$ cat src/rtl/core/tcw_pkg.sv
// Shared constants, types and command codes for the text console writer.
package tcw_pkg;

  // Screen geometry
  localparam int COLUMNS    = 80;
  localparam int ROWS       = 25;
  localparam int CELL_COUNT = ROWS * COLUMNS;

  // Widths
  localparam int ROW_W  = $clog2(ROWS);
  localparam int COL_W  = $clog2(COLUMNS + 1);
  localparam int ADDR_W = $clog2(CELL_COUNT);
  localparam int IDX_W  = 11;
  localparam int POS_W  = 11;
  localparam int REQ_W  = 2;
  localparam int CHAR_W = 8;
  localparam int ATTR_W = 8;
  localparam int CLR_W  = 4;
  localparam int CELL_W = CHAR_W + ATTR_W;

  // Request codes
  localparam logic [REQ_W-1:0] REQ_PUT   = 2'd0;
  localparam logic [REQ_W-1:0] REQ_CLEAR = 2'd1;
  localparam logic [REQ_W-1:0] REQ_READ  = 2'd2;

  // Character and attribute codes
  localparam logic [CHAR_W-1:0] SPACE_CODE   = 8'h20;
  localparam logic [CHAR_W-1:0] NEWLINE_CODE = 8'h0A;
  localparam logic [ATTR_W-1:0] RESET_ATTR   = 8'h0F;
  localparam logic [CLR_W-1:0]  RESET_FG     = 4'hF;
  localparam logic [CLR_W-1:0]  RESET_BG     = 4'h0;

  // Configuration register indexes
  localparam logic CFG_FG = 1'b0;
  localparam logic CFG_BG = 1'b1;

  // Write data select
  localparam logic [1:0] WS_RESET  = 2'd0;  // reset blank cell at counter
  localparam logic [1:0] WS_BLANK  = 2'd1;  // blank in current attribute at counter
  localparam logic [1:0] WS_CURSOR = 2'd2;  // character at cursor

  // Counter preset select
  localparam logic [1:0] CS_ZERO   = 2'd0;
  localparam logic [1:0] CS_SECOND = 2'd1;  // first cell of the second row
  localparam logic [1:0] CS_BOTTOM = 2'd2;  // first cell of the bottom row

  typedef logic [ROW_W-1:0]  row_t;
  typedef logic [COL_W-1:0]  col_t;
  typedef logic [ADDR_W-1:0] addr_t;
  typedef logic [CELL_W-1:0] cell_t;

  // Controller to datapath
  typedef struct packed {
    logic       load_req;
    logic       cnt_set;
    logic [1:0] cnt_sel;
    logic       cnt_inc;
    logic       mem_wr;
    logic [1:0] wr_sel;
    logic       rd_idx;
    logic       scroll_rd;
    logic       col_zero;
    logic       row_inc;
    logic       col_inc;
    logic       out_load;
  } cmd_t;

  // Datapath to controller
  typedef struct packed {
    logic [REQ_W-1:0] req_type;
    logic             is_newline;
    logic             col_full;
    logic             row_last;
    logic             cnt_last;
    logic             out_free;
  } sts_t;

endpackage

$ cat src/rtl/core/tcw_ctrl.sv
// Controller state machine: sequences request decode, sweeps, writes and the response.
module tcw_ctrl (
  input  logic          clk,
  input  logic          rst,
  input  logic          req_valid,
  output logic          req_ready,
  input  tcw_pkg::sts_t sts,
  output tcw_pkg::cmd_t cmd
);
  import tcw_pkg::*;

  localparam logic [3:0] S_INIT   = 4'd0;
  localparam logic [3:0] S_IDLE   = 4'd1;
  localparam logic [3:0] S_DECODE = 4'd2;
  localparam logic [3:0] S_FILL   = 4'd3;
  localparam logic [3:0] S_SCROLL = 4'd4;
  localparam logic [3:0] S_DRAIN  = 4'd5;
  localparam logic [3:0] S_BOTTOM = 4'd6;
  localparam logic [3:0] S_WRITE  = 4'd7;
  localparam logic [3:0] S_DONE   = 4'd8;

  logic [3:0] state;
  logic [3:0] state_next;

  always_ff @(posedge clk) begin
    if (rst) begin
      state <= S_INIT;
    end else begin
      state <= state_next;
    end
  end

  assign req_ready = state == S_IDLE;

  always_comb begin
    cmd        = '0;
    state_next = state;
    case (state)
      // Clear the store to reset cells after reset
      S_INIT: begin
        cmd.mem_wr  = 1'b1;
        cmd.wr_sel  = WS_RESET;
        cmd.cnt_inc = 1'b1;
        if (sts.cnt_last) begin
          state_next = S_IDLE;
        end
      end
      // Take one item
      S_IDLE: begin
        if (req_valid) begin
          cmd.load_req = 1'b1;
          state_next   = S_DECODE;
        end
      end
      S_DECODE: begin
        case (sts.req_type)
          REQ_PUT: begin
            if (sts.is_newline || sts.col_full) begin
              cmd.col_zero = 1'b1;
              if (sts.row_last) begin
                cmd.cnt_set = 1'b1;
                cmd.cnt_sel = CS_SECOND;
                state_next  = S_SCROLL;
              end else begin
                cmd.row_inc = 1'b1;
                state_next  = sts.is_newline ? S_DONE : S_WRITE;
              end
            end else begin
              state_next = S_WRITE;
            end
          end
          REQ_CLEAR: begin
            cmd.cnt_set = 1'b1;
            cmd.cnt_sel = CS_ZERO;
            state_next  = S_FILL;
          end
          REQ_READ: begin
            cmd.rd_idx = 1'b1;
            state_next = S_DONE;
          end
          default: begin
            state_next = S_DONE;
          end
        endcase
      end
      // Blank every cell in the current attribute
      S_FILL: begin
        cmd.mem_wr  = 1'b1;
        cmd.wr_sel  = WS_BLANK;
        cmd.cnt_inc = 1'b1;
        if (sts.cnt_last) begin
          state_next = S_DONE;
        end
      end
      // Copy rows up one cell per cycle
      S_SCROLL: begin
        cmd.scroll_rd = 1'b1;
        cmd.cnt_inc   = 1'b1;
        if (sts.cnt_last) begin
          state_next = S_DRAIN;
        end
      end
      // Let the last copy write land, then point at the bottom row
      S_DRAIN: begin
        cmd.cnt_set = 1'b1;
        cmd.cnt_sel = CS_BOTTOM;
        state_next  = S_BOTTOM;
      end
      S_BOTTOM: begin
        cmd.mem_wr  = 1'b1;
        cmd.wr_sel  = WS_BLANK;
        cmd.cnt_inc = 1'b1;
        if (sts.cnt_last) begin
          state_next = sts.is_newline ? S_DONE : S_WRITE;
        end
      end
      // Store the character and advance the column
      S_WRITE: begin
        cmd.mem_wr  = 1'b1;
        cmd.wr_sel  = WS_CURSOR;
        cmd.col_inc = 1'b1;
        state_next  = S_DONE;
      end
      // Hand the result to the response register
      S_DONE: begin
        if (sts.out_free) begin
          cmd.out_load = 1'b1;
          state_next   = S_IDLE;
        end
      end
      default: begin
        state_next = S_IDLE;
      end
    endcase
  end

endmodule

$ cat config.mk
export PLATFORM = sky130hd
export DESIGN_NAME = tcw_ctrl
export DESIGN_NICKNAME = d
export VERILOG_FILES = /design/src/rtl/core/tcw_pkg.sv /design/src/rtl/core/tcw_ctrl.sv
export SDC_FILE = /design/constraint.sdc
export NUM_CORES = 1
export LEC_CHECK = 0
export BUFFER_PORTS_ARGS = -buffer_cell sky130_fd_sc_hd__clkbuf_2
export CORE_AREA = 4 4 41 43
export DETAILED_ROUTE_END_ITERATION = 8
export DIE_AREA = 0 0 45 47
export PLACE_DENSITY_LB_ADDON = 0.2
export REMOVE_ABC_BUFFERS = 1
export SKIP_CTS_REPAIR_TIMING = 1
export SYNTH_ARGS = -nofsm -noshare
export SYNTH_HDL_FRONTEND = slang
export SYNTH_SLANG_ARGS = --single-unit
$ cat constraint.sdc
create_clock -name clk -period 4.52 [get_ports clk]
set_input_delay 0.452 -clock clk [delete_from_list [all_inputs] [get_ports clk]]
set_output_delay 0.452 -clock clk [all_outputs]
set_load 0.03 [all_outputs]
==> results_dict.tcl <==
set metrics [dict create \
    die-area_um2 2115 \
    postSynthCellCount 73 \
    min_to "state[0]$_SDFFE_PP0P_" \
    end_kind "output port" \
    yosysWarnings 0 \
    grt_overflow 0 \
    fin_skew_ns 0.00003927 \
    post-dp-hpwl_mm 1.037 \
    p_per_area_nw_per_um2 300.8 \
    cp_max_fo 15 \
    yosys-top-cells-count "10 x nor2_1, 6 x inv_1, 5 x nor3_1" \
    timing.fmax_ghz 0.3833 \
    crit_required_ns 4.07 \
    viasPerCell 5.351 \
    p_leak_nw 0.2925 \
    synth_top_cell_by_area "dfxtp_1" \
    maxCapViolations 0 \
    drt-initial-drc-count 7 \
    fp.dieW_um 45 \
    ios 25 \
    cell_internal_pwr_mw 0.1045 \
    clk_pin_slew_ns 0.03 \
    final-setup-viol-count 0 \
    drc 0 \
    syn_to_final_growth_pct 29.15 \
    start_util 0.3827 \
    clock_latency_ns 0.22 \
    avgRoutedWirePerCell_um 11.88 \
    vias 594 \
    ys_async_sr_fraction 0 \
    p_seq_frac 0.277 \
    worst-setup-path-type "flop to output port" \
    fin_tns_setup_ns 0 \
    rr_worst_depth 4 \
    synthDistinctLibCells 35 \
    cts_max_path_buffers 2 \
    synth_most_common_cell "nor2_1" \
    cts_root_buf "clkbuf_4" \
    top_register "state" \
    die_height_um 47 \
    nNetsFinal 108 \
    antenna_found_initial 0 \
    hp-class "input port to flop" \
    rsz0062_at_grt "no" \
    first_global_vias 537 \
    syn_area_per_cell_um2 6.822 \
    gp_congestion 0.7084 \
    ys_seq_elements 4 \
    reg2reg_slack_ns 2.62 \
    dr.pass1.iters 4 \
    cts_tree "built" \
    ys.flop_type "dfxtp_1" \
    rows 13 \
    combPwrFrac 0.511 \
    postRouteAntennaNets 0 \
    synth_seq_area_share 0.1608 \
    hold_path_depth 2 \
    grt_max_degree 17 \
    core_area_um2 1301 \
    hold_viol 0 \
    cts_buffers 3 \
    synth_area_um2 498.0 \
    outcome "finished, final reports clean" \
    hold_path.startpoint "rst" \
    n_antenna_cell 0 \
    worst_pin_slew_ns 0.5489 \
    cts.sink_count 4 \
    synth_edf_count 0 \
    ir_drop_v 0.0002403 \
    p_sw_frac 0.4598 \
    slew_headroom 0.6236 \
    fin_crit_ns 2.609 \
    arrival_ns 2.16 \
    htree_levels 1 \
    rr_startpoint "state[1]$_SDFFE_PP0P_" \
    grt_usage 0.1372 \
    switchingPower_mw 0.08894 \
    slew_viol_final 0 \
    io_buffers 24 \
    top_regs "state (4)" \
    largest_register_ffs 4 \
    synth_top_cells_by_area "dfxtp_1 16%, nor2_1 7.5%, nor3_1 5.0%, nor4_1 5.0%, inv_1 4.5%" \
    grt_first_pass_wirelength_mm 2.235 \
    drive_above_1_share 0.3542 \
    utilization 0.4942 \
    yosysTopAreaCellShare 0.1608 \
    r2r_end "state[0]$_SDFFE_PP0P_" \
    fin_crit_sh 0.5771 \
    drt-total-wl_mm 1.319 \
    start_kind "flop" \
    p_clk_frac 0.212 \
]
==> layer usage <==
| layer | global-route usage | part of all wire | vias up | routed length (µm) |
|---|---|---|---|---|
| li1 | - | - | 318 | - |
| met1 | 0.1810 | 0.48 | 263 | 634 |
| met2 | 0.2288 | 0.46 | 13 | 613 |
| met3 | 0.02682 | 0.054 | 0 | 71 |
| met4 | 0.03509 | 0 | 0 | 0 |
| met5 | 0 | 0 | - | 0 |
==> how the worst max path moves through the flow <==
stage / from / end / slack [ns] / cells after the start
2_1_floorplan: state[1]$_SDFFE_PP0P_ / cmd[10] / 1.81 / 3
3_3_place_gp: state[1]$_SDFFE_PP0P_ / cmd[10] / 2.24 / 4
3_5_place_dp: state[1]$_SDFFE_PP0P_ / cmd[10] / 2.18 / 4
4_1_cts: state[1]$_SDFFE_PP0P_ / cmd[10] / 1.93 / 4
5_1_grt: state[1]$_SDFFE_PP0P_ / cmd[10] / 1.80 / 4
6_report: state[1]$_SDFFE_PP0P_ / cmd[10] / 1.91 / 4
==> cell type report <==
class / instances / area (µm²)
Fill cell: 150 / 658.1
Multi-Input combinational cell: 59 / 379.1
Timing Repair Buffer: 24 / 120.1
Sequential cell: 4 / 80.08
Clock buffer: 3 / 22.52
Inverter: 6 / 22.52
Tap cell: 15 / 18.77
==> critical path, cell delays in order, from the launching register on <==
cell and delay, ns:
dfxtp_1 0.55, or4b_4 0.53, or2_2 0.32, nor4_1 0.26
clkbuf_2 0.26
==> kinds of logic (layout without fill, tap and decap cells) <==
| logic type | after synthesis | in the layout | share of synthesized area |
|---|---|---|---|
| AOI/OAI and AO/OA | 22 | 22 | 0.3392 |
| muxes | 1 | 1 | 0.02010 |
| xor gates and xnor gates | 1 | 1 | 0.01759 |
| and+or+nand+nor | 35 | 35 | 0.3844 |
| DFF | 4 | 4 | 0.1608 |
| buffers and inverters | 10 | 33 | 0.07787 |
==> stage by stage <==
stage	hold WS [ns]	cell area [µm²]	power, mW	std cells	worst slack (ns)
global placement	0.6797	620.6	0.1514	108	2.242
global route	0.4689	643.1	0.2117	111	1.797
finish	0.4585	643.1	0.1934	111	1.911
detailed placement	0.6924	620.6	0.1531	108	2.181
floorplan	0.5209	481.7	0.1227	69	1.807
CTS	0.4545	643.1	0.1962	111	1.926
==> power by group through the flow <==
stage	sequential [mW]	combinational, mW	clock, mW
after floorplan	0.0499	0.0728	0
after global placement	0.0534	0.0980	0
after detailed placement	0.0540	0.0991	0
after CTS	0.0536	0.0994	0.0432
after global routing	0.0556	0.110	0.0465
final	0.0536	0.0989	0.0410
==> cell usage in the layout, fill, tap and decap left out, drive strengths merged, types with 2 or more instances in the layout <==
master	netlist	final
nor2b	2	2
nand2b	2	2
a21o	2	2
a21oi	3	3
inv	6	6
nor2	10	10
dfxtp	4	4
or4b	2	2
nor3	5	5
o21ai	4	4
or2	2	2
clkbuf	3	27
nor4	4	4
nand2	4	4
Note: power is estimated with default switching activity, not from simulation.
